$ cat config.mk
export PLATFORM = sky130hd
export DESIGN_NAME = utf8_lenient_decoder_core
export DESIGN_NICKNAME = d
export VERILOG_FILES = /design/src/rtl/core/utf8d_pkg.sv /design/src/rtl/core/utf8d_decode.sv /design/src/rtl/core/utf8d_emit.sv /design/src/rtl/core/utf8_lenient_decoder_core.sv
export VERILOG_INCLUDE_DIRS = /design/src /design/src/rtl/core
export SDC_FILE = /design/constraint.sdc
export NUM_CORES = 1
export LEC_CHECK = 0
export BUFFER_PORTS_ARGS = -buffer_cell sky130_fd_sc_hd__buf_2
export CORE_MARGIN = 2
export CORE_UTILIZATION = 58
export DETAILED_ROUTE_END_ITERATION = 10
export GPL_TIMING_DRIVEN = 0
export MAX_ROUTING_LAYER = met4
export PLACE_DENSITY = 0.78
export SLEW_MARGIN = 20
export SYNTH_ARGS = -nofsm -noshare
export SYNTH_HDL_FRONTEND = slang
export SYNTH_SLANG_ARGS = --single-unit
$ cat constraint.sdc
create_clock -name clock -period 3.7 [get_ports clock]
set_input_delay 0 -clock clock [delete_from_list [all_inputs] [get_ports clock]]
set_output_delay 0 -clock clock [all_outputs]
set_load 0.02 [all_outputs]
$ cat src/rtl/core/assert_macros.svh
// ----------------------------------------------------------------------------
// assert_macros.svh
// concurrent assertion shorthands, sampled on clock, off during reset
// ----------------------------------------------------------------------------
`ifndef ASSERT_MACROS_SVH
`define ASSERT_MACROS_SVH

// same-cycle implication
`define UTF8D_ASSERT(lbl, ante, cons, msg) \
   lbl: assert property (@(posedge clock) disable iff (reset) (ante) |-> (cons)) \
      else $error(msg);

// next-cycle implication
`define UTF8D_ASSERT_NEXT(lbl, ante, cons, msg) \
   lbl: assert property (@(posedge clock) disable iff (reset) (ante) |=> (cons)) \
      else $error(msg);

`endif

$ cat src/rtl/core/utf8d_pkg.sv
// ----------------------------------------------------------------------------
// utf8d_pkg
// shared types, constants and byte-class helpers of the lenient utf-8 decoder
// ----------------------------------------------------------------------------
package utf8d_pkg;

   localparam int unsigned CpWidth  = 31;
   localparam int unsigned CntWidth = 3;

   localparam logic [CpWidth-1:0] SubstChar = 31'd63;

   // results one input word leaves behind: a run of replacements, then
   // optionally one final character
   typedef struct packed {
      logic [CntWidth-1:0] rep_count;
      logic                final_valid;
      logic [CpWidth-1:0]  final_cp;
      logic [CntWidth-1:0] final_count;
      logic                final_rep;
   } job_type;

   function automatic logic [CntWidth-1:0] trail_count(input logic [7:0] b);
      logic [CntWidth-1:0] t;
      if (b < 8'hC0)      t = 3'd0;
      else if (b < 8'hE0) t = 3'd1;
      else if (b < 8'hF0) t = 3'd2;
      else if (b < 8'hF8) t = 3'd3;
      else if (b < 8'hFC) t = 3'd4;
      else                t = 3'd5;
      return t;
   endfunction

   function automatic logic [7:0] lead_mask(input logic [CntWidth-1:0] t);
      logic [7:0] m;
      case (t)
         3'd0:    m = 8'h7F;
         3'd1:    m = 8'h1F;
         3'd2:    m = 8'h0F;
         3'd3:    m = 8'h07;
         3'd4:    m = 8'h03;
         default: m = 8'h01;
      endcase
      return m;
   endfunction

endpackage

$ cat src/rtl/core/utf8d_decode.sv
// ----------------------------------------------------------------------------
// utf8d_decode
// sequence state and per-word decode into a job of pending results
// ----------------------------------------------------------------------------
module utf8d_decode (
   input  logic                clock,
   input  logic                reset,
   input  logic [7:0]          in_byte,
   input  logic                end_of_text,
   input  logic                accept,
   output utf8d_pkg::job_type  job_out
);

   logic [utf8d_pkg::CpWidth-1:0]  acc_ff, acc_in;
   logic [utf8d_pkg::CntWidth-1:0] cnt_ff, cnt_in;
   logic [utf8d_pkg::CntWidth-1:0] texp_ff, texp_in;
   logic [utf8d_pkg::CpWidth-1:0]  acc_shift;
   logic [utf8d_pkg::CntWidth-1:0] trail;
   logic                           is_cont;
   logic                           fresh;
   utf8d_pkg::job_type             job;

   assign is_cont   = (in_byte[7:6] == 2'b10);
   assign trail     = utf8d_pkg::trail_count(in_byte);
   assign acc_shift = {acc_ff[utf8d_pkg::CpWidth-7:0], in_byte[5:0]};

   always_comb begin
      job     = '0;
      acc_in  = acc_ff;
      cnt_in  = cnt_ff;
      texp_in = texp_ff;
      fresh   = 1'b1;

      if (cnt_ff != '0) begin
         if (is_cont) begin
            fresh = 1'b0;
            if (cnt_ff >= texp_ff) begin
               job.final_valid = 1'b1;
               job.final_cp    = acc_shift;
               job.final_count = cnt_ff + 3'd1;
               job.final_rep   = 1'b0;
               acc_in          = '0;
               cnt_in          = '0;
               texp_in         = '0;
            end else if (end_of_text) begin
               job.rep_count = cnt_ff + 3'd1;
            end else begin
               acc_in = acc_shift;
               cnt_in = cnt_ff + 3'd1;
            end
         end else begin
            // broken sequence
            job.rep_count = cnt_ff;
            acc_in        = '0;
            cnt_in        = '0;
            texp_in       = '0;
         end
      end

      if (fresh) begin
         if (trail == '0) begin
            job.final_valid = 1'b1;
            job.final_count = 3'd1;
            if (in_byte[7]) begin
               job.final_cp  = utf8d_pkg::SubstChar;
               job.final_rep = 1'b1;
            end else begin
               job.final_cp  = {23'd0, in_byte};
               job.final_rep = 1'b0;
            end
         end else if (end_of_text) begin
            job.final_valid = 1'b1;
            job.final_count = 3'd1;
            job.final_cp    = utf8d_pkg::SubstChar;
            job.final_rep   = 1'b1;
         end else begin
            acc_in  = {23'd0, in_byte & utf8d_pkg::lead_mask(trail)};
            cnt_in  = 3'd1;
            texp_in = trail;
         end
      end

      if (end_of_text) begin
         acc_in  = '0;
         cnt_in  = '0;
         texp_in = '0;
      end
   end

   assign job_out = job;

   always_ff @(posedge clock) begin
      if (reset) begin
         acc_ff  <= '0;
         cnt_ff  <= '0;
         texp_ff <= '0;
      end else if (accept) begin
         acc_ff  <= acc_in;
         cnt_ff  <= cnt_in;
         texp_ff <= texp_in;
      end
   end

endmodule

$ cat src/rtl/core/utf8d_emit.sv
// ----------------------------------------------------------------------------
// utf8d_emit
// job register and result register; unrolls one job into result words
// ----------------------------------------------------------------------------
`include "assert_macros.svh"

module utf8d_emit (
   input  logic                                 clock,
   input  logic                                 reset,
   input  logic                                 job_load,
   input  utf8d_pkg::job_type                   job_in,
   output logic                                 busy,
   output logic                                 rsp_valid,
   input  logic                                 rsp_stall,
   output logic [utf8d_pkg::CpWidth-1:0]        rsp_code_point,
   output logic [utf8d_pkg::CntWidth-1:0]       rsp_byte_count,
   output logic                                 rsp_is_replacement,
   output logic                                 rsp_last_of_run
);

   utf8d_pkg::job_type                   job_ff, job_nx_in;
   logic                                 job_v_ff, job_v_in;
   logic                                 out_v_ff, out_v_in;
   logic [utf8d_pkg::CpWidth-1:0]        cp_ff, cp_in;
   logic [utf8d_pkg::CntWidth-1:0]       cnt_ff, cnt_in;
   logic                                 rep_ff, rep_in;
   logic                                 last_ff, last_in;
   logic                                 take;
   logic                                 job_empty;
   logic                                 job_last;

   assign take      = !out_v_ff || !rsp_stall;
   assign job_empty = !job_v_ff || (job_ff.rep_count == '0 && !job_ff.final_valid);
   assign job_last  = job_v_ff &&
                      ((job_ff.rep_count == 3'd1 && !job_ff.final_valid) ||
                       (job_ff.rep_count == '0 && job_ff.final_valid));
   assign busy      = !job_empty && !(take && job_last);

   always_comb begin
      out_v_in  = out_v_ff;
      cp_in     = cp_ff;
      cnt_in    = cnt_ff;
      rep_in    = rep_ff;
      last_in   = last_ff;
      job_nx_in = job_ff;
      job_v_in  = job_v_ff;

      if (take) begin
         out_v_in = 1'b0;
         if (job_v_ff && job_ff.rep_count != '0) begin
            out_v_in            = 1'b1;
            cp_in               = utf8d_pkg::SubstChar;
            cnt_in              = 3'd1;
            rep_in              = 1'b1;
            last_in             = job_last;
            job_nx_in.rep_count = job_ff.rep_count - 3'd1;
         end else if (job_v_ff && job_ff.final_valid) begin
            out_v_in              = 1'b1;
            cp_in                 = job_ff.final_cp;
            cnt_in                = job_ff.final_count;
            rep_in                = job_ff.final_rep;
            last_in               = 1'b1;
            job_nx_in.final_valid = 1'b0;
         end
      end

      if (job_load) begin
         job_nx_in = job_in;
         job_v_in  = 1'b1;
      end
   end

   always_ff @(posedge clock) begin
      if (reset) begin
         job_v_ff <= 1'b0;
         out_v_ff <= 1'b0;
      end else begin
         job_v_ff <= job_v_in;
         out_v_ff <= out_v_in;
      end
      job_ff  <= job_nx_in;
      cp_ff   <= cp_in;
      cnt_ff  <= cnt_in;
      rep_ff  <= rep_in;
      last_ff <= last_in;
   end

   assign rsp_valid          = out_v_ff;
   assign rsp_code_point     = cp_ff;
   assign rsp_byte_count     = cnt_ff;
   assign rsp_is_replacement = rep_ff;
   assign rsp_last_of_run    = last_ff;

   `UTF8D_ASSERT(a_no_overwrite, job_load, job_empty || (take && job_last), "job overwritten")
   `UTF8D_ASSERT_NEXT(a_rep_countdown, job_v_ff && job_ff.rep_count != '0 && take && !job_load, job_ff.rep_count == $past(job_ff.rep_count) - 3'd1, "bad countdown")
   `UTF8D_ASSERT(a_char_is_last, out_v_ff && !rep_ff, last_ff, "character not last of run")
   `UTF8D_ASSERT(a_rep_single_byte, out_v_ff && rep_ff, cnt_ff == 3'd1 && cp_ff == utf8d_pkg::SubstChar, "bad replacement")

endmodule

$ cat src/rtl/core/utf8_lenient_decoder_core.sv
// ----------------------------------------------------------------------------
// utf8_lenient_decoder_core
// lenient utf-8 decoder, sequences up to six bytes, '?' per bad byte
//
//   channel | direction | handshake            | payload
//   req     | in        | req_valid/req_stall  | req_in_byte, req_end_of_text
//   rsp     | out       | rsp_valid/rsp_stall  | rsp_code_point, rsp_byte_count,
//           |           |                      | rsp_is_replacement, rsp_last_of_run
//
// one word accepted per cycle while req_stall is low; the job for a character's
// last byte loads the job register on the accepting edge, and the result
// register takes the character from there once rsp_stall and any pending replacements allow
// a word that yields several results holds req_stall while the single result
// register drains the job one result a cycle, when rsp_stall does not hold it
// rsp_stall backs up into req_stall once the job register is occupied
// synchronous reset clears the sequence state and both valid flags
// ----------------------------------------------------------------------------
module utf8_lenient_decoder_core (
   input  logic                            clock,
   input  logic                            reset,
   input  logic                            req_valid,
   output logic                            req_stall,
   input  logic [7:0]                      req_in_byte,
   input  logic                            req_end_of_text,
   output logic                            rsp_valid,
   input  logic                            rsp_stall,
   output logic [utf8d_pkg::CpWidth-1:0]   rsp_code_point,
   output logic [utf8d_pkg::CntWidth-1:0]  rsp_byte_count,
   output logic                            rsp_is_replacement,
   output logic                            rsp_last_of_run
);

   utf8d_pkg::job_type job;
   logic               accept;
   logic               busy;

   assign req_stall = busy;
   assign accept    = req_valid && !busy;

   utf8d_decode u_decode (
      .clock       (clock),
      .reset       (reset),
      .in_byte     (req_in_byte),
      .end_of_text (req_end_of_text),
      .accept      (accept),
      .job_out     (job)
   );

   utf8d_emit u_emit (
      .clock              (clock),
      .reset              (reset),
      .job_load           (accept),
      .job_in             (job),
      .busy               (busy),
      .rsp_valid          (rsp_valid),
      .rsp_stall          (rsp_stall),
      .rsp_code_point     (rsp_code_point),
      .rsp_byte_count     (rsp_byte_count),
      .rsp_is_replacement (rsp_is_replacement),
      .rsp_last_of_run    (rsp_last_of_run)
   );

endmodule
Word level (Yosys, flattened, before mapping):

Index checks and enable logic that the tools add are counted.

* bits in registers: 114
* input port bits: 13
* output and inout bits: 38
* word-level logic and storage cells: 112

* $add $sub $neg: 2
* $lt $le $gt $ge: 6
* equality and inequality tests: 7
* multiplexer cells: 52
* bitwise gates (word level): 1
* reductions and logical operators: 30

Operators with widths (number)
* two-way mux 31 bit: 7
* two-way mux 36 bit: 5
* two-way mux 39 bit: 2
* two-way mux 3 bit: 21
* less-than comparator 8 bit, second input constant: 5
* two-way mux 8 bit: 3
* one-hot mux 5 bit (4 select lines): 1
* two-way mux 1 bit: 11
* logical AND 1 bit: 9
* bitwise AND 8 bit: 1
* nonzero test 2 bit: 4
* zero test 1 bit: 7
* two-way mux 7 bit: 1
* equality test 3 x 1 -> 1 bit, second input constant: 2
* equality test 3 x 2 -> 1 bit, second input constant: 2
* zero test 3 bit: 2
* nonzero test 3 bit: 2
* two-way mux 4 bit: 1
* AND reduction 2 bit: 2
* adder 3 x 1 -> 3 bit, second input constant: 1
* equality test 3 bit, second input constant: 1
* greater-or-equal comparator 3 bit: 1
* logical OR 1 bit: 3
* AND reduction 3 bit: 1
* other kinds (3): 3

Depth between registers and ports, before layout:

Gate-level depths: netlist of run 1.

* word-level depth: 15
* depth in mapped cells: 9
* depth with buffers taken out: 8

Modules after synthesis:

A second synthesis of run 1 with hierarchy kept.

* cell total of the unflattened synthesis: 355
* area total of the unflattened synthesis: 4631.9 sq um

By module, submodules not included
* utf8d_emit: instances 1, cells an instance 144, area an instance 2813.9 sq um, sequential area each 2292.2 sq um
* utf8d_decode: instances 1, cells an instance 210, area an instance 1804.2 sq um, sequential area each 620.6 sq um
* utf8_lenient_decoder_core: instances 1, cells an instance 1, area an instance 13.8 sq um, sequential area each 0.0 sq um

Least setup slack after synthesis of run 1:

Ideal clock, no wire load.

* kind: reg-to-reg
* start point: register u_emit.job_ff[36] (netlist bit)
* end point: register u_emit.cnt_ff (netlist bit u_emit.rsp_byte_count[0]), enable pin
* setup time: 429 ps
* arrival: 2411 ps
* setup slack: 860 ps
* cell stages (with the launch flop): 6
* buffers on the path: 0
* path through: edfxtp_1 inv_1 ha_1 nand2b_1 o21ai_0 nor2_1

* longest elaborated chain between the ends: 4

RTL lines
* from (decl): line utf8d_emit.sv:21 `utf8d_pkg::job_type job_ff, job_nx_in;`
* from (signal assigned): line utf8d_emit.sv:81 `job_ff <= job_nx_in;`
* nonzero test 3 bit: line utf8d_emit.sv:50 `if (job_v_ff && job_ff.rep_count != '0) begin`
* logical AND 1 bit: line utf8d_emit.sv:50
* nonzero test 2 bit (no line)
* AND reduction 2 bit (no line)
* to (signal assigned): line utf8d_emit.sv:83 `cnt_ff <= cnt_in;`
* to (decl): line utf8d_emit.sv:25 `logic [utf8d_pkg::CntWidth-1:0] cnt_ff, cnt_in;`

Every way passes these cells.
A chain may end at the register's enable or synchronous reset.

==> results of run 1 <==
[cell usage after synthesis, types with 2 or more instances]
master | number | area [um^2]
a22o_1 | 19 | 166
o211ai_1 | 2 | 15.0
nand2_1 | 17 | 63.8
o21a_1 | 4 | 30.0
nand4b_1 | 2 | 17.5
a21o_1 | 4 | 30.0
dfxtp_1 | 33 | 661
nor3_1 | 6 | 30.0
buf_4 | 2 | 15.0
nor2b_1 | 2 | 12.5
nor2_1 | 12 | 45.0
nand2b_1 | 10 | 62.6
clkbuf_1 | 15 | 56.3
nand3_1 | 4 | 20.0
or4_1 | 2 | 15.0
and2_1 | 55 | 344
ha_1 | 8 | 100
and3_1 | 2 | 12.5
o21ai_1 | 2 | 10.0
nor4_1 | 4 | 25.0
a22oi_1 | 4 | 30.0
a21oi_1 | 13 | 65.1
a32o_1 | 5 | 50.1
o22ai_1 | 2 | 12.5
xnor2_1 | 2 | 17.5
o221ai_1 | 2 | 17.5
o21ai_0 | 15 | 75.1
edfxtp_1 | 75 | 2250
inv_1 | 15 | 56.3
buf_2 | 3 | 15.0
[power by group]
group	switching, mW	leakage, nW	internal [mW]
registers	0.0260	0.992	1.40
logic	0.220	0.856	0.111
clock network	0.405	0.115	0.365
total	0.652	1.96	1.88
[kinds of logic after synthesis]
family | share of synthesized area, %
AO/OA/AOI/OAI | 13.2
XOR/XNOR | 0.391
adder cells (fa/ha/maj) | 2.23
buffers and inverters | 3.26
flip-flops | 65.0
multiplexers | 0.223
AND/OR/NAND/NOR | 15.7
[critical path, delay by kind of cell, from the launching register on]
family | cells | cell delay, ns
flip-flops | 1 | 0.43
AND/OR/NAND/NOR | 3 | 0.46
buffers and inverters | 3 | 1.01
adder cells (fa/ha/maj) | 1 | 0.17
AO/OA/AOI/OAI | 2 | 0.42
[repair_timing]
item / 4_1_cts / 5_1_grt
endpoints found under the setup margin: 0 / 0
endpoints found under the hold margin: 10 / 0
hold buffers: 8 / 0
setup buffers: 0 / 0
[registers in the layout, indices dropped and copies added (netlist names)]
register and flops:
u_decode.texp_ff 3, u_emit.rsp_is_replacement 1, u_decode.acc_ff 25, u_emit.rsp_code_point 31
u_emit.rsp_valid 1, u_emit.job_v_ff 1, u_emit.rsp_last_of_run 1, u_decode.cnt_ff 3
u_emit.rsp_byte_count 3, u_emit.job_ff 39
[how the worst max path moves through the flow]
stage,to,slack (ns)
global placement,u_emit.rsp_code_point[15],0.40
finish,u_emit.job_ff[36],1.03
detailed placement,u_emit.job_ff[36],1.07
floorplan,u_emit.rsp_byte_count[0],0.86
global route,u_emit.job_ff[36],0.77
CTS,u_emit.job_ff[36],1.03
[metal layers]
metal  up-vias  part of all wire [%]
met2       100                    47
met3        11                   5.5
met5         -                     0
met1      1416                    46
met4         0                   1.3
li1       1457                     -
[final cells by class]
cell class,count,area (um^2)
inverters,16,60.1
flip-flops and latches,108,2910
multi-input cells,215,1430
clock buffers,10,149
fillers,592,2420
plain buffers,20,86.3
well taps,102,128
clock inverters,6,77.6
repair buffers,57,340
[through the flow]
stage	cell area, um^2	utilization, %	instances	power, mW
after floorplan	4480	-	359	1.67
after global placement	4850	63.8	509	1.77
after detailed placement	4880	64.1	510	1.78
after CTS	5190	68.2	534	2.55
after global routing	5190	68.2	534	2.64
final	5190	68.2	534	2.53
==> metrics.csv, run 1 <==
stage,metric,value,unit
clock_tree,cts_tree,built,
final_layout,nets,448,
sta,setup_tns,0,ns
grt,gr-usage-met1,30.3,%
logic_synthesis,synth_nets,380,
grt,grt_pass1_vias,2755,
floorplan,die_height,91.9,um
grt,grtUsageTotal,21.7,%
critical_path,crit_type,flip-flop to flip-flop,
detailed_routing,routedWlPerCell,15.8,um
clock_tree,cts_root_buffer,clkbuf_8,
status,outcome,"complete, no violations",
final_layout,drive_gt1_share,17.6,%
grt,grt_pass1_wl,13600,um
sta,rsz0062_at_grt,false,
critical_path,r2r-end,u_emit.job_ff[36],
power_and_ir_drop,ir_drop,0.215,mV
logic_synthesis,async_reset_ff_share,0,%
floorplan,core,7610,um^2
min_path,min_from,req_in_byte[2],
detailed_routing,vias_per_cell,5.59,
detailed_routing,first_pass_iters,7,
critical_path,slowest_delay,0.76,ns
critical_path,regToRegSetupSlack,1.03,ns
logic_synthesis,synthCells,359,
place,gp_congestion,0.924,
place,pre_cts_ws,1.07,ns
grt,grt_max_degree,45,
logic_synthesis,synth.cell_area,4480,um^2
power_and_ir_drop,leakage,1.96,nW
clock_tree,cts_resized,0,
detailed_routing,wl,8420,um
sta,slew_headroom,36.7,%
sta,hold-worst-slack,0.0431,ns
min_path,worstHoldPathType,primary input to flip-flop,
grt,grt_antenna_before_repair,0,
critical_path,cp.arrival,2.87,ns
grt,met2_usage,32.1,%
floorplan,io_pins,51,
logic_synthesis,syn_avg_cell_area,12.5,um^2
floorplan,rows,32,
logic_synthesis,seq_area_frac_synth,65.0,%
logic_synthesis,ys_ff_latch,108,
sta,slew_violations,0,
logic_synthesis,synth-edff-count,75,
clock_tree,clock_latency,0.37,ns
grt,grt-busiest-layer,met2,
critical_path,crit_chain,inv_1 -> ha_1 -> nand2b_1 -> o221ai_2 -> nand2_2 -> inv_2 -> buf_2 -> nand2_1 -> o22ai_1,
floorplan,initial_core_util,58.9,%
detailed_routing,antenna_left,0,
critical_path,cp_slowest_cell,buf_2,
critical_path,start_kind,flip-flop,
place,dpl.hpwl,5880,um
sta,period_share,72.1,%
min_path,min_delay_path_depth,2,
place,io_buffer_count,48,
critical_path,cp-end-kind,flip-flop,
power_and_ir_drop,power_density,488,nW/um^2
logic_synthesis,synth-main-ff-cell,edfxtp_1,
detailed_routing,vias,2984,
grt,overflow,0,
floorplan,fp.dieArea,8450,um^2
critical_path,reg2reg_from,u_emit.job_ff[36],
sta,fin_worst_skew,0.0150,ns
clock_tree,cts.sinks,108,
detailed_routing,drt_iter0_drc,230,
flow_run,drv_cap,0,
critical_path,reg2reg_depth,9,
clock_tree,clockBufferDepth,2,
clock_tree,clkTransAtPathRegs,0.10,ns
detailed_routing,drc,0,
final_layout,syn2layout_area_growth,15.7,%
critical_path,required,3.90,ns
logic_synthesis,yosys_warnings,0,
sta,max_freq,375,MHz
sta,finalCriticalPeriod,2.67,ns
critical_path,cp_max_fo,44,
critical_path,worstSetupStartpoint,u_emit.job_ff[36],
final_layout,final_common_cell,edfxtp_1,
final_layout,num_antenna_cells,0,
sta,fin_ws,1.03,ns
sta,worst_pin_slew,0.949,ns
final_layout,layout_common_cells,"75 x edfxtp_1, 55 x and2_1, 51 x buf_2",
clock_tree,htree_levels,3,
min_path,min_delay_worst_endpoint,u_emit.job_ff[6],
logic_synthesis,ys_types,48,
sta,hold_viol_final,0,
clock_tree,cts_buffers,9,
sta,setup_violations,0,
grt,use_met3,3.94,%
floorplan,die_w,91.9,um
Power figures use the tool's default switching activity.
==> run 2, diff against run 1 <==
==> constraint.sdc (replaced) <==
create_clock -name clock -period 2.6 [get_ports clock]
set_input_delay 0 -clock clock [delete_from_list [all_inputs] [get_ports clock]]
set_output_delay 0 -clock clock [all_outputs]
set_load 0.02 [all_outputs]
==> metrics.csv, run 2 (synthesis gave the netlist of run 1 again) <==
stage,metric,value,unit,change
power_and_ir_drop,finalPower,3.57,mW,+41%
floorplan,rows,32,,unchanged
final_layout,layout_common_cells,"75 x edfxtp_1, 55 x and2_1, 50 x buf_2",,
critical_path,cp.arrival,2.82,ns,-0.05 ns
floorplan,die_w,91.9,um,unchanged
detailed_routing,routedWlPerCell,16.4,um,+4.1%
clock_tree,clkTransAtPathRegs,0.11,ns,about the same
power_and_ir_drop,leakage,1.98,nW,+0.86%
detailed_routing,first_pass_iters,5,,-2
floorplan,core,7610,um^2,unchanged
clock_tree,cts.sinks,108,,unchanged
sta,setup_violations,0,,unchanged
grt,grt_pass1_vias,2917,,+5.9%
sta,worst_pin_slew,0.694,ns,-0.255 ns
detailed_routing,drc,0,,unchanged
final_layout,final_common_cell,edfxtp_1,,
sta,finalCriticalPeriod,2.49,ns,-0.178 ns
sta,max_freq,402,MHz,+7.2%
final_layout,top_register,u_emit.job_ff,,
grt,grt_max_degree,45,,unchanged
final_layout,fin_cells,536,,+0.37%
final_layout,drive_gt1_share,18.9,%,+1.3 points
place,place_area,4880,um^2,unchanged
grt,overflow,0,,unchanged
final_layout,nets,450,,+0.45%
min_path,worstHoldPathType,primary input to flip-flop,,
final_layout,postLayoutCoreUtil,68.7,%,+0.48 points
clock_tree,cts_buffers,9,,unchanged
floorplan,io_pins,51,,unchanged
clock_tree,clock_latency,0.37,ns,about the same
sta,hold_viol_final,0,,unchanged
critical_path,crit_type,flip-flop to flip-flop,,
sta,slew_headroom,53.5,%,+17 points
final_layout,final_cell_area,5220,um^2,+0.70%
final_layout,syn2layout_area_growth,16.5,%,
clock_tree,htree_levels,3,,unchanged
floorplan,die_height,91.9,um,unchanged
detailed_routing,vias,3025,,+1.4%
sta,period_share,95.8,%,+24 points
sta,rsz0062_at_grt,false,,
clock_tree,cts_tree,built,,
critical_path,start_kind,flip-flop,,
place,gp_congestion,0.923,,-0.11%
grt,grtUsageTotal,22.8,%,+1.1 points
flow_run,drv_cap,0,,unchanged
grt,grt_pass1_wl,14400,um,+6.3%
grt,grt_antenna_before_repair,0,,unchanged
power_and_ir_drop,power_density,684,nW/um^2,+40%
place,dpl.cell_count,510,,unchanged
sta,fin_worst_skew,0.0141,ns,-0.000953 ns
final_layout,largest_reg_flops,39,,unchanged
clock_tree,clockBufferDepth,2,,unchanged
critical_path,cp_max_fo,6,,-86%
final_layout,num_antenna_cells,0,,unchanged
detailed_routing,wl,8790,um,+4.5%
status,outcome,"complete, no violations",,
clock_tree,cts_root_buffer,clkbuf_8,,
detailed_routing,antenna_left,0,,unchanged
power_and_ir_drop,ir_drop,0.369,mV,+72%
place,io_buffer_count,48,,unchanged
place,dpl.hpwl,6100,um,+3.7%
sta,slew_violations,0,,unchanged
floorplan,initial_core_util,58.9,%,unchanged
detailed_routing,drt_iter0_drc,208,,-9.6%
floorplan,fp.dieArea,8450,um^2,unchanged
detailed_routing,vias_per_cell,5.64,,+1.0%
critical_path,cp-end-kind,flip-flop,,
critical_path,required,2.92,ns,-0.98 ns
[run 2: path summary, 6_finish.rpt]
kind	startpoint	to	slack (ns)	cells past startpoint
max	u_emit.job_ff[36]	u_decode.acc_ff[1]	0.11	8
min	req_in_byte[2]	u_emit.job_ff[6]	0.07	2
max reg2reg	u_emit.job_ff[36]	u_decode.acc_ff[1]	0.11	8
min reg2reg	u_decode.texp_ff[1]	u_decode.texp_ff[1]	0.47	1
[run 2: layer usage]
| layer | up-vias | track usage, % | routed length (um) |
|---|---|---|---|
| met2 | 112 | 35.4 | 4240 |
| met3 | 12 | 4.44 | 528 |
| met4 | 0 | 7.46 | 119 |
| met1 | 1449 | 30.7 | 3900 |
| li1 | 1452 | - | - |
| met5 | - | - | 0 |
[run 2: power breakdown]
| group | internal (mW) | switching [mW] |
|---|---|---|
| registers | 2.00 | 0.0389 |
| clock network | 0.393 | 0.643 |
| logic | 0.175 | 0.328 |
| total | 2.56 | 1.01 |
[run 2: final cells by class]
type                            count  area [um^2]
Fill cell                         571         2380
Inverter                           16         60.1
Clock inverter                      7         86.3
Buffer                             20         91.3
Sequential cell                   108         2910
Clock buffer                        9          124
Timing Repair Buffer               59          358
Tap cell                          102          128
Multi-Input combinational cell    215         1460
[run 2: timing repair]
item                                   4_1_cts  5_1_grt
pin swaps                                    0        2
endpoints found under the hold margin       11        0
resized for setup                            1       10
setup buffers                                0        1
hold buffers                                 9        0
setup endpoints to repair                    5       21
cloned                                       0        0
[run 2: worst max-delay path, cell delays in order (launching register included)]
cell	delay [ns]
edfxtp_1	0.45
inv_1	0.14
ha_4	0.17
mux2i_1	0.09
o221ai_2	0.24
nand2_4	0.12
or4_1	0.55
o21ai_1	0.13
dlygate4sd3_1	0.55
[run 2: stage by stage]
stage | hold slack [ns] | setup slack (ns) | TNS (ns)
finish | 0.0732 | 0.110 | 0
global route | 0.0561 | 0.00342 | 0
CTS | 0.0433 | 0.0619 | 0
detailed placement | 0.266 | -0.0755 | -0.202
global placement | 0.236 | 0.0321 | 0
floorplan | 0.116 | 0.337 | 0
==> run 3, diff against run 2 <==
--- a/config.mk
+++ b/config.mk
@@ -6,13 +6,14 @@
 export SDC_FILE = /design/constraint.sdc
 export NUM_CORES = 1
 export LEC_CHECK = 0
+export ABC_AREA = 1
 export BUFFER_PORTS_ARGS = -buffer_cell sky130_fd_sc_hd__buf_2
 export CORE_MARGIN = 2
-export CORE_UTILIZATION = 58
+export CORE_UTILIZATION = 59
 export DETAILED_ROUTE_END_ITERATION = 10
 export GPL_TIMING_DRIVEN = 0
 export MAX_ROUTING_LAYER = met4
-export PLACE_DENSITY = 0.78
+export PLACE_DENSITY = 0.79
 export SLEW_MARGIN = 20
 export SYNTH_ARGS = -nofsm -noshare
 export SYNTH_HDL_FRONTEND = slang
==> metrics.csv, run 3 <==
stage,metric,value,unit,change
final_layout,nets,630,,+40%
grt,grt_pass1_wl,16400,um,+14%
clock_tree,clkTransAtPathRegs,0.11,ns,about the same
floorplan,rows,33,,+3.1%
detailed_routing,first_pass_iters,5,,unchanged
critical_path,cp.arrival,2.67,ns,-0.15 ns
sta,setup_tns,0,ns,unchanged
critical_path,reg2reg_depth,12,,+4
critical_path,worst-path-stages,12,,+4
floorplan,die_w,96.1,um,+4.6%
flow_run,drv_cap,0,,unchanged
critical_path,crit_family,buffers and inverters,,
logic_synthesis,synth_top_family_by_area,simple AND/OR/NAND/NOR gates,,
grt,grt_max_degree,41,,-8.9%
logic_synthesis,post-synth-top-area-fraction,45.0,%,-5.3 points
logic_synthesis,yosys_warnings,0,,unchanged
critical_path,cp_max_fo,40,,+34
grt,grt_pass1_vias,3421,,+17%
sta,setup_violations,0,,unchanged
critical_path,regToRegSetupSlack,0.19,ns,+0.08 ns
final_layout,top_register,u_emit.job_ff,,
critical_path,crit_type,flip-flop to flip-flop,,
place,dpl.hpwl,7120,um,+17%
detailed_routing,drc,0,,unchanged
logic_synthesis,yosysMostFrequentCell,nand2_1,,
detailed_routing,wl,10100,um,+15%
logic_synthesis,synth.area.top_cells,"edfxtp_1 45%, dfxtp_1 13%, nand2_1 9.8%",,
min_path,min_from,req_in_byte[7],,
grt,overflow,0,,unchanged
critical_path,start_kind,flip-flop,,
power_and_ir_drop,power_density,729,nW/um^2,+6.5%
clock_tree,cts_tree,built,,
clock_tree,clock_latency,0.37,ns,about the same
logic_synthesis,synth-edff-count,75,,unchanged
place,dpl.cell_count,697,,+37%
sta,rsz0062_at_grt,false,,
clock_tree,cts_resized,0,,-1
logic_synthesis,ys_types,35,,-27%
clock_tree,cts_root_buffer,clkbuf_8,,
logic_synthesis,synth_fa_ha_area_share,2.00,%,-0.23 points
logic_synthesis,synth.cell_area,5010,um^2,+12%
critical_path,reg2reg_from,u_emit.job_ff[36],,
min_path,worstHoldPathType,primary input to flip-flop,,
sta,finalCriticalPeriod,2.41,ns,-0.0833 ns
floorplan,core,8220,um^2,+8.0%
clock_tree,clockBufferDepth,2,,unchanged
final_layout,largest_reg_flops,39,,unchanged
logic_synthesis,seq_area_frac_synth,58.2,%,-6.8 points
power_and_ir_drop,ir_drop,0.373,mV,+0.91%
critical_path,cp-end-kind,flip-flop,,
place,gp_congestion,0.917,,-0.66%
logic_synthesis,ys_ff_latch,108,,unchanged
logic_synthesis,synthMuxAreaShare,0,%,-0.22 points
final_layout,num_antenna_cells,0,,unchanged
sta,hold_viol_final,0,,unchanged
floorplan,die_height,96.1,um,+4.6%
sta,worst_pin_slew,0.868,ns,+0.175 ns
critical_path,required,2.86,ns,-0.06 ns
logic_synthesis,synth_nets,562,,+48%
sta,fin_worst_skew,0.0133,ns,-0.000790 ns
detailed_routing,vias_per_cell,5.12,,-9.4%
grt,grtUsageTotal,24.2,%,+1.4 points
final_layout,layout_common_cells,"131 x nand2_1, 77 x inv_1, 75 x edfxtp_1",,
critical_path,worstSetupStartpoint,u_emit.job_ff[36],,
logic_synthesis,synth_top_area_cell,edfxtp_1,,
final_layout,final_common_cell,nand2_1,,
logic_synthesis,synthCells,541,,+51%
detailed_routing,vias,3678,,+22%
clock_tree,htree_levels,3,,unchanged
clock_tree,cts_buffers,9,,unchanged
place,io_buffer_count,50,,+4.2%
critical_path,crit_chain,inv_1 -> ha_1 -> nand2_1 -> nand2_2 -> nand2_2 -> nand2_4 -> nand2_4 -> inv_2 -> nand2_2 -> buf_4 -> nand2_1 -> a21oi_1,,
final_layout,final_cell_area,5700,um^2,+9.1%
clock_tree,cts.sinks,108,,unchanged
floorplan,initial_core_util,61.0,%,+2.0 points
detailed_routing,antenna_left,0,,unchanged
logic_synthesis,synth-simple-area-share,23.8,%,+8.0 points
place,place_area,5430,um^2,+11%
power_and_ir_drop,leakage,2.24,nW,+13%
logic_synthesis,synth_common_cells,"131 x nand2_1, 77 x inv_1, 75 x edfxtp_1, 68 x nor2_1, 33 x dfxtp_1",,
detailed_routing,routedWlPerCell,14.0,um,-14%
logic_synthesis,async_reset_ff_share,0,%,unchanged
status,outcome,"complete, no violations",,
sta,period_share,92.6,%,-3.2 points
logic_synthesis,synth-main-ff-cell,edfxtp_1,,
final_layout,drive_gt1_share,21.0,%,+2.1 points
floorplan,fp.dieArea,9240,um^2,+9.4%
logic_synthesis,synth_xor_area_share,0.350,%,-0.041 points
critical_path,cpMostUsedCell,nand2_2,,
sta,max_freq,415,MHz,+3.5%
final_layout,syn2layout_area_growth,13.7,%,
clock_tree,cts_setup_buffers,0,,unchanged
final_layout,fin_cells,719,,+34%
logic_synthesis,synth-compound-area-share,6.67,%,-6.5 points
sta,slew_violations,0,,unchanged
sta,slew_headroom,42.0,%,-12 points
min_path,min_delay_path_depth,2,,unchanged
detailed_routing,drt_iter0_drc,306,,+47%
critical_path,cp_slowest_cell,inv_2,,
critical_path,cp_num_buf_inv,3,,+1
logic_synthesis,syn_avg_cell_area,9.26,um^2,-26%
floorplan,io_pins,51,,unchanged
grt,grt_antenna_before_repair,0,,unchanged
critical_path,slowest_delay,0.64,ns,+0.09 ns
==> run 3: final cells by class <==
type,count,area [um^2]
well taps,105,131
flip-flops and latches,108,2910
multi-input cells,328,1650
fillers,622,2520
plain buffers,21,139
repair buffers,57,338
inverters,84,315
clock buffers,10,128
clock inverters,6,78.8
==> run 3: repair_timing <==
action | CTS | global route
hold buffers | 6 | 0
endpoints found under the hold margin | 8 | 0
endpoints found under the setup margin | 0 | 0
==> run 3: layer usage <==
layer,vias to the layer above,track usage (%),wire length (um)
li1,1858,-,-
met4,0,10.2,237
met5,-,-,0
met2,118,37.8,4840
met1,1680,31.9,4540
met3,22,3.21,478
==> run 3: cell families after synthesis <==
family / count (synthesis)
AND/OR/NAND/NOR: 262
flip-flops: 108
buffers and inverters: 105
AO/OA/AOI/OAI: 56
adder cells (fa/ha/maj): 8
XOR/XNOR: 2
==> run 3: power breakdown <==
group | internal, mW | leakage [nW] | switching [mW]
logic | 0.274 | 1.14 | 0.610
clock network | 0.469 | 0.105 | 0.600
registers | 2.14 | 0.992 | 0.0598
==> run 3: worst paths after layout <==
kind	to
worst max-delay path	u_decode.acc_ff[10]
worst min-delay path	u_emit.job_ff[10]
worst min register to register	u_decode.texp_ff[2]
worst max register to register	u_decode.acc_ff[10]
==> run 3: metrics by stage <==
stage                     total power, mW  worst slack (ns)  utilization [%]  hold WS [ns]
after floorplan                      2.83             0.357                -        0.0691
final                                4.15             0.193             69.3        0.0366
after global routing                 4.34           0.00910             69.3        0.0421
after CTS                            4.18             0.176             69.3        0.0218
after global placement               3.05            0.0207             65.6         0.226
after detailed placement             3.12             0.227             66.1         0.228
